### src/rtl/core/smv_pkg.sv
package smv_pkg;

	localparam int DATA_W    = 32;
	localparam int IDX_W     = 10;
	localparam int CMD_W     = 2;
	localparam int CFG_W     = 11;
	localparam int CFG_IDX_W = 2;

	localparam logic [CMD_W-1:0] CMD_LOAD  = 2'd0;
	localparam logic [CMD_W-1:0] CMD_NZ    = 2'd1;
	localparam logic [CMD_W-1:0] CMD_EMPTY = 2'd2;

	localparam logic [CFG_IDX_W-1:0] REG_NUM_ROWS = 2'd0;
	localparam logic [CFG_IDX_W-1:0] REG_NUM_COLS = 2'd1;

	typedef struct packed {
		logic [CMD_W-1:0]         cmd;
		logic [IDX_W-1:0]         index;
		logic signed [DATA_W-1:0] value;
		logic                     row_end;
	} item_t;

	typedef struct packed {
		logic signed [DATA_W-1:0] row_sum;
		logic [IDX_W-1:0]         row_index;
		logic                     last_row;
	} result_t;

	// Work carried from the input register into the multiply stage
	typedef struct packed {
		logic              nz;
		logic              close;
		logic              in_range;
		logic [DATA_W-1:0] value;
	} s1_op_t;

endpackage

### src/rtl/core/smv_ifs.sv


interface smv_result_if import smv_pkg::*; ();
	logic    valid;
	logic    ready;
	result_t data;

	modport source (output valid, output data, input ready);
	modport sink (input valid, input data, output ready);
endinterface


### src/rtl/core/smv_accum.sv
module smv_accum import smv_pkg::*; #(
	parameter int ROW_DEPTH = 1024
) (
	input  logic              clk,
	input  logic              arst_n,
	input  logic              vld_s1,
	input  s1_op_t            op_s1,
	input  logic [DATA_W-1:0] rd_data,
	input  logic [CFG_W-1:0]  num_rows,
	output logic              s1_take,
	smv_result_if.source      result
);

	localparam int RW  = $clog2(ROW_DEPTH);
	localparam int RCW = (RW + 1 > CFG_W) ? RW + 1 : CFG_W;

	logic              vld_s2;
	logic              nz_s2;
	logic              close_s2;
	logic [DATA_W-1:0] prod_s2;
	logic [DATA_W-1:0] acc_q;
	logic [RW-1:0]     row_cnt_q;
	logic              res_vld_q;
	result_t           res_q;

	logic              out_free;
	logic              go_s2;
	logic              emit;
	logic [DATA_W-1:0] sum;
	logic [RCW-1:0]    rows_use;
	logic [RCW-1:0]    cnt_ext;
	logic [RCW-1:0]    cnt_inc;
	logic              is_last;
	logic              wrap;

	assign out_free = !res_vld_q || result.ready;
	assign go_s2    = vld_s2 && (!close_s2 || out_free);
	assign emit     = go_s2 && close_s2;
	assign s1_take  = vld_s1 && (!vld_s2 || go_s2);

	assign sum = acc_q + prod_s2;

	always_comb begin
		if (num_rows == '0) begin
			rows_use = RCW'(1);
		end else if (RCW'(num_rows) > RCW'(ROW_DEPTH)) begin
			rows_use = RCW'(ROW_DEPTH);
		end else begin
			rows_use = RCW'(num_rows);
		end
	end

	assign cnt_ext = RCW'(row_cnt_q);
	assign cnt_inc = cnt_ext + RCW'(1);
	assign is_last = (cnt_ext == rows_use - RCW'(1));
	assign wrap    = (cnt_inc >= rows_use);

	// Multiply stage: low word of the product is all the sum needs
	always_ff @(posedge clk or negedge arst_n) begin
		if (!arst_n) begin
			vld_s2 <= 1'b0;
		end else if (s1_take) begin
			vld_s2 <= 1'b1;
		end else if (go_s2) begin
			vld_s2 <= 1'b0;
		end
	end

	always_ff @(posedge clk) begin
		if (s1_take) begin
			nz_s2    <= op_s1.nz;
			close_s2 <= op_s1.close;
			prod_s2  <= op_s1.in_range ? DATA_W'(op_s1.value * rd_data) : '0;
		end
	end

	// Accumulate; a closing request clears the sum and advances the row
	always_ff @(posedge clk or negedge arst_n) begin
		if (!arst_n) begin
			acc_q     <= '0;
			row_cnt_q <= '0;
		end else if (go_s2) begin
			if (close_s2) begin
				acc_q     <= '0;
				row_cnt_q <= wrap ? '0 : RW'(cnt_inc);
			end else begin
				acc_q <= sum;
			end
		end
	end

	always_ff @(posedge clk or negedge arst_n) begin
		if (!arst_n) begin
			res_vld_q <= 1'b0;
		end else if (emit) begin
			res_vld_q <= 1'b1;
		end else if (result.ready) begin
			res_vld_q <= 1'b0;
		end
	end

	always_ff @(posedge clk) begin
		if (emit) begin
			res_q.row_sum   <= nz_s2 ? sum : '0;
			res_q.row_index <= cnt_ext[IDX_W-1:0];
			res_q.last_row  <= is_last;
		end
	end

	assign result.valid = res_vld_q;
	assign result.data  = res_q;

	a_row_hold: assert property (@(posedge clk) disable iff (!arst_n)
		!emit |=> $stable(row_cnt_q))
		else $error("row counter moved without a row result");

	a_acc_clear: assert property (@(posedge clk) disable iff (!arst_n)
		emit |=> acc_q == '0)
		else $error("accumulator not cleared after row result");

	a_last_wrap: assert property (@(posedge clk) disable iff (!arst_n)
		emit && is_last |=> row_cnt_q == '0)
		else $error("row counter did not wrap after last row");

	a_no_overrun: assert property (@(posedge clk) disable iff (!arst_n)
		res_vld_q && !result.ready |-> !emit)
		else $error("row result overwritten while stalled");

endmodule

### src/flat_wrapper.sv
// flat-port wrapper written by rule: the top's interface ports become plain ports
module smv_accum_flat import smv_pkg::*;
#(
	parameter int ROW_DEPTH = 1024
)
  (clk, arst_n, vld_s1, op_s1, rd_data, num_rows, s1_take, result_valid, result_data, result_ready);
  smv_result_if result_i ();
  input  logic clk;
  input  logic arst_n;
  input  logic vld_s1;
  input  s1_op_t op_s1;
  input  logic [DATA_W-1:0] rd_data;
  input  logic [CFG_W-1:0] num_rows;
  output logic s1_take;
  output wire logic [$bits(result_i.valid)-1:0] result_valid;
  output wire logic [$bits(result_i.data)-1:0] result_data;
  input wire logic [$bits(result_i.ready)-1:0] result_ready;
  assign result_valid = result_i.valid;
  assign result_data = result_i.data;
  assign result_i.ready = result_ready;
  smv_accum #(.ROW_DEPTH(ROW_DEPTH)) u_core (.clk(clk), .arst_n(arst_n), .vld_s1(vld_s1), .op_s1(op_s1), .rd_data(rd_data), .num_rows(num_rows), .s1_take(s1_take), .result(result_i));
endmodule
### config.mk
export PLATFORM = sky130hd
export DESIGN_NAME = smv_accum_flat
export DESIGN_NICKNAME = d
export VERILOG_FILES = /design/src/rtl/core/smv_pkg.sv /design/src/rtl/core/smv_ifs.sv /design/src/rtl/core/smv_accum.sv /design/src/flat_wrapper.sv
export SDC_FILE = /design/constraint.sdc
export NUM_CORES = 1
export LEC_CHECK = 0
export ABC_AREA = 1
export ABC_CLOCK_PERIOD_IN_PS = 3650
export BUFFER_PORTS_ARGS = -buffer_cell sky130_fd_sc_hd__buf_2
export CAP_MARGIN = 20
export CORE_MARGIN = 3
export CORE_UTILIZATION = 35
export DETAILED_ROUTE_END_ITERATION = 7
export MAX_ROUTING_LAYER = met4
export PLACE_DENSITY_LB_ADDON = 0.05
export SETUP_SLACK_MARGIN = 0.5
export SKIP_CTS_REPAIR_TIMING = 1
export SLEW_MARGIN = 10
export SYNTH_ARGS = -nofsm -noshare
export SYNTH_HDL_FRONTEND = slang
export SYNTH_SLANG_ARGS = --single-unit
### constraint.sdc
create_clock -name clk -period 3.65 [get_ports clk]
set_clock_uncertainty 0.2 [all_clocks]
set_input_delay 0.9125 -clock clk [delete_from_list [all_inputs] [get_ports clk]]
set_output_delay 0.9125 -clock clk [all_outputs]
set_load 0.01 [all_outputs]
==> out/metrics.cfg, run 1 <==
[global_routing]
grt_start_max_net_pins=62
grt_pass1_vias=21170
antenna_found_initial=0
grt_remaining_overflow=0
grt_pass1_wl_mm=117.0
track_usage=0.2204

[cts]
cts_buffer_depth=2
cts_tree=built
ctsHtreeMaxLevel=4
clock_latency_ns=0.44
clk_pin_slew_ns=0.07
cts_sinks=121
cts_made_buffers=17
ctsRootBufferMaster=clkbuf_16

[finish]
n_antenna_cell=0
fillers=6828
drive_above_1_share=0.2134
fin_nets=4091
fin_area_um2=29990
area_growth_pct=27.14

[timing]
fin_crit_ns=6.828
hold_viol=0
setup_ws_ns=-3.178
rsz0062_at_grt=true
setup_viol=28
worstMarginPinSlew_ns=1.002
slew_violations=0
period_share=1.871
relSlewSlack=0.3313
max_freq_ghz=0.1465

[setup_path]
cpPeakStageDelay_ns=0.55
cp_max_fo=5
path_buf_inv=6
cp.depth=25
worst_ep_required_time_ns=3.65
end_kind=flip-flop
crit_family=adder cells
worstSetupPathType=in2reg
cp.arrival_ns=6.83
reg2regPathDepth=15
worstSetupStartpointType=primary input
crit_slowest_cell=fa_1
path_common_cell=fa_1

[routing]
vias=19790
routed_via_density=4.593
antenna_left=0
first_pass_iters=5
wl_mm=75.58
wl_per_cell_um=17.54
dr.first_iter.drc_count=1026
drc=0

[synthesis]
synth_area_um2=23590
synth.distinct_cells=46
ys_seq_area_frac=0.1447
ys.warnings.count=0
synth-async-reset-ratio=0.3636
synth_edf_count=77
synth_ff_type=edfxtp_1
synth.avg_cell_area_um2=7.658
synthCells=3080
ys_seq_elements=121
synth.net_count=3739

[floorplanning]
pin_count=127
die_h_um=265.6
row_count=94
design.die.area_um2=70540
die_x_um=265.6
core_area_um2=66220
start_util=0.3562

[min_path]
hp-class=reg2reg
hold_depth=0

[placement]
place_congestion=0.9061
detailed_place.area_um2=27610
io_buffers=126
dp_hpwl_mm=64.00

[job]
drv_cap=0

[run_status]
status=complete, but fails checks
violations=setup timing

cell type report:
| type | instances | area (um^2) | share of cell area |
|---|---|---|---|
| multi-input cells | 1983 | 17760 | 0.5924 |
| repair buffers | 449 | 3919 | 0.1307 |
| flip-flops and latches | 121 | 3417 | 0.1139 |
| inverters | 860 | 3228 | 0.1076 |
| well taps | 864 | 1081 | 0.03605 |
| clock buffers | 17 | 425.4 | 0.01419 |
| clock inverters | 15 | 153.9 | 0.005132 |
worst register-to-register path, cell delays in order (launching register included):
cell      delay, ns
dfrtp_1        0.45
ha_1           0.22
nand2_1        0.09
nor3_1         0.40
nand3_1        0.17
nand2_1        0.10
inv_1          0.05
ha_1           0.30
nand2_1        0.08
nor2_1         0.06
nand2_1        0.06
o211ai_1       0.10
a311oi_2       0.24
buf_4          0.19
nand3_1        0.06
o21ai_0        0.10
worst paths after layout:
kind | from | slack (ns) | to
hold / removal | u_core.row_cnt_q[8]$_DFFE_PN0P_ | 0.29 | u_core.result.data[9]$_DFFE_PP_
min in group asynchronous | arst_n | 0.34 | u_core.row_cnt_q[9]$_DFFE_PN0P_
setup / recovery | rd_data[5] | -3.18 | u_core.prod_s2[31]$_SDFFCE_PN0P_
hold reg to reg | u_core.row_cnt_q[8]$_DFFE_PN0P_ | 0.29 | u_core.result.data[9]$_DFFE_PP_
max in group asynchronous | arst_n | 2.15 | u_core.acc_q[28]$_DFFE_PN0P_
setup reg to reg | u_core.row_cnt_q[1]$_DFFE_PN0P_ | 0.69 | u_core.row_cnt_q[6]$_DFFE_PN0P_
cells by family after synthesis:
| kind of cell | synth area share |
|---|---|
| adders and majority gates | 0.4363 |
| buffers and inverters | 0.1566 |
| AOI/OAI and AO/OA | 0.05676 |
| and+or+nand+nor | 0.1875 |
| xor gates and xnor gates | 0.01820 |
| DFF | 0.1447 |
cells in the mapped netlist, types with 2 or more instances:
master	count	area (um^2)
nand2_1	865	3247
inv_1	858	3221
fa_1	409	8188
ha_1	168	2102
nor2_1	114	427.9
nand3_1	94	470.5
o21ai_0	94	470.5
a21oi_1	91	455.4
edfxtp_1	77	2312
clkbuf_1	76	285.3
dfrtp_1	44	1101
xor2_1	32	280.3
buf_1	21	78.83
buf_2	17	85.08
xnor2_1	17	148.9
a21o_1	16	120.1
nor3_1	16	80.08
nand4_1	11	68.82
nand3b_1	9	67.56
o21a_1	8	60.06
o21bai_1	8	60.06
a31oi_1	4	25.02
o21ai_1	4	20.02
a221oi_1	2	17.52
a22o_1	2	17.52
nand2_2	2	12.51
o211ai_1	2	15.01
metal layers:
layer,wire length [um],up-vias,track usage,share of wire
met4,2457,0,0.06357,0.033
met1,32400,9717,0.2699,0.43
li1,-,9695,-,-
met5,0,-,-,0
met2,39040,306,0.3947,0.52
met3,1674,74,0.01212,0.022
stage by stage:
| step | TNS [ns] | hold WS (ns) | setup WS [ns] | std cells | utilization |
|---|---|---|---|---|---|
| after floorplan | -70.54 | 0.2474 | -3.397 | 3080 | - |
| after global placement | -91.02 | 0.2733 | -3.789 | 4244 | 0.4170 |
| after detailed placement | -91.83 | 0.2729 | -3.853 | 4244 | 0.4170 |
| after CTS | -78.52 | 0.2869 | -3.393 | 4276 | 0.4257 |
| after global routing | -74.57 | 0.3035 | -3.365 | 4309 | 0.4529 |
| final | -70.07 | 0.2901 | -3.178 | 4309 | 0.4529 |
cell usage in the layout (no fill, tap or decap), drive strengths merged, types with 3 or more instances in the layout:
cell and instances:
inv 870, clkinv 3, ha 168, nor2 115, a31oi 4, nor3 16
or2 3, fa 409, nand4 11, buf 439, clkbuf 27, nand3 95
edfxtp 77, o21ai 99, nand3b 9, xnor2 17, a21o 16, nand2 867
dfrtp 44, xor2 32, o21a 8, o21bai 8, a21oi 91
sequential cells by signal, summed over array words and instances, names as in the netlist:
signal,cells
u_core.acc_q,32
u_core.close_s2,1
u_core.nz_s2,1
u_core.prod_s2,32
u_core.result.data,43
u_core.result.valid,1
u_core.row_cnt_q,10
u_core.vld_s2,1
Power of run 1 is left out: the tool's default activity adds up to more than one toggle a clock period on the data nets, which glitch-free logic cannot reach.
==> run 2: changes to the inputs <==
CORE_UTILIZATION = 60   (was 35)
==> run 2 against run 1 <==
The run still ends with setup timing left. Utilization is 31 points higher. Maximum frequency is 1.1% lower. Critical endpoint is now u_core.prod_s2[25]$_SDFFCE_PN0P_. Critical path type unchanged. Sequential cell count stayed put. First-iteration DRC count is 17% higher.
==> out/metrics.cfg, run 2 (synthesis results as in run 1) <==
[floorplanning]
pin_count=127
die_x_um=204.3
start_util=0.6175
row_count=71
die_h_um=204.3
design.die.area_um2=41730
core_area_um2=38200

[timing]
slew_violations=0
relSlewSlack=0.3430
hold_viol=0
rsz0062_at_grt=true
finalSetupTns_ns=-72.95
setup_ws_ns=-3.253
period_share=1.891
fin_crit_ns=6.903
worstMarginPinSlew_ns=0.9818
max_freq_ghz=0.1449
setup_viol=28

[cts]
clk_pin_slew_ns=0.06
ctsRootBufferMaster=clkbuf_16
ctsHtreeMaxLevel=4
cts_sinks=121
clock_latency_ns=0.42
cts_tree=built
cts_buffer_depth=2
cts_made_buffers=17

[routing]
vias=20640
wl_per_cell_um=16.95
wl_mm=66.67
antenna_left=0
first_pass_iters=5
dr.first_iter.drc_count=1197
routed_via_density=5.247
drc=0

[finish]
area_growth_pct=23.19
drive_above_1_share=0.2060
n_antenna_cell=0
final_common_cell=nand2_1
largest_register_ffs=43
fillers=2797
fin_nets=4069
layout_common_cells=nand2_1 (829), inv_1 (815), fa_1 (386), buf_4 (262), ha_1 (118)

[global_routing]
grt_pass1_vias=21480
grt_start_max_net_pins=38
track_usage=0.3291
grt_pass1_wl_mm=105.6
grt_remaining_overflow=0
antenna_found_initial=0

[setup_path]
worst_ep_required_time_ns=3.63
worstSetupStartpointType=primary input
crit_slowest_cell=fa_2
reg2reg_from=u_core.row_cnt_q[4]$_DFFE_PN0P_
ff2ff_setup_slack_ns=0.73
end_kind=flip-flop
path_buf_inv=5
cp.arrival_ns=6.88
cp_max_fo=9
cpPeakStageDelay_ns=0.58
crit_family=adder cells
path_cells=buf_6 -> nand2_1 -> inv_1 -> fa_1 -> fa_1 -> fa_1 -> inv_2 -> fa_1 -> inv_2 -> fa_1 -> fa_1 -> fa_2 -> fa_2 -> ha_4 -> nand2_4 -> buf_6 -> nor2_4 -> nand2_2 -> or3_1 -> o211ai_1 -> nand2_1 -> nand2_1 -> nor2_1
worstSetupPathType=in2reg
path_common_cell=fa_1
reg2regPathDepth=14
rr_endpoint=u_core.row_cnt_q[6]$_DFFE_PN0P_

[run_status]
violations=setup timing
status=complete, but fails checks

[placement]
io_buffers=126
dp_hpwl_mm=55.58
place_congestion=0.9359

[job]
drv_cap=0

[min_path]
hp-class=in2async

==> run 2: routing by layer <==
| metal | part of all wire | GRT usage |
|---|---|---|
| met1 | 0.38 | 0.3855 |
| met2 | 0.52 | 0.5833 |
| met3 | 0.056 | 0.03424 |
| met4 | 0.046 | 0.1327 |
| met5 | 0 | - |
==> run 2: stage by stage <==
step / hold WS (ns) / util / instances / setup WS (ns) / instance area [um^2]
detailed placement: 0.2794 / 0.7076 / 3871 / -3.931 / 27030
CTS: 0.1365 / 0.7240 / 3903 / -3.503 / 27660
floorplan: 0.2474 / - / 3080 / -3.397 / 24550
global route: 0.1477 / 0.7607 / 3934 / -3.417 / 29060
finish: 0.1404 / 0.7607 / 3934 / -3.253 / 29060
global placement: 0.2621 / 0.7076 / 3871 / -3.820 / 27030
==> run 2: area by class of cell <==
| cell class | instances | area (um^2) | area share |
|---|---|---|---|
| flip-flops and latches | 121 | 3418 | 0.1176 |
| clock inverters | 15 | 200.2 | 0.006890 |
| well taps | 511 | 639.4 | 0.02200 |
| multi-input cells | 1983 | 17750 | 0.6109 |
| clock buffers | 17 | 425.4 | 0.01464 |
| inverters | 860 | 3228 | 0.1111 |
| repair buffers | 427 | 3393 | 0.1168 |
==> run 2: worst max-delay path by stage <==
stage                                                   to  startpoint  cells after the start  slack, ns
after CTS                 u_core.prod_s2[19]$_SDFFCE_PN0P_  rd_data[2]                     30      -3.50
after detailed placement  u_core.prod_s2[19]$_SDFFCE_PN0P_  rd_data[2]                     30      -3.93
final                     u_core.prod_s2[25]$_SDFFCE_PN0P_  rd_data[5]                     23      -3.25
after global routing      u_core.prod_s2[25]$_SDFFCE_PN0P_   op_s1[16]                     26      -3.42
after global placement    u_core.prod_s2[19]$_SDFFCE_PN0P_  rd_data[2]                     30      -3.82
after floorplan           u_core.prod_s2[31]$_SDFFCE_PN0P_  rd_data[7]                     26      -3.40
Power of run 2 is left out for the same reason.
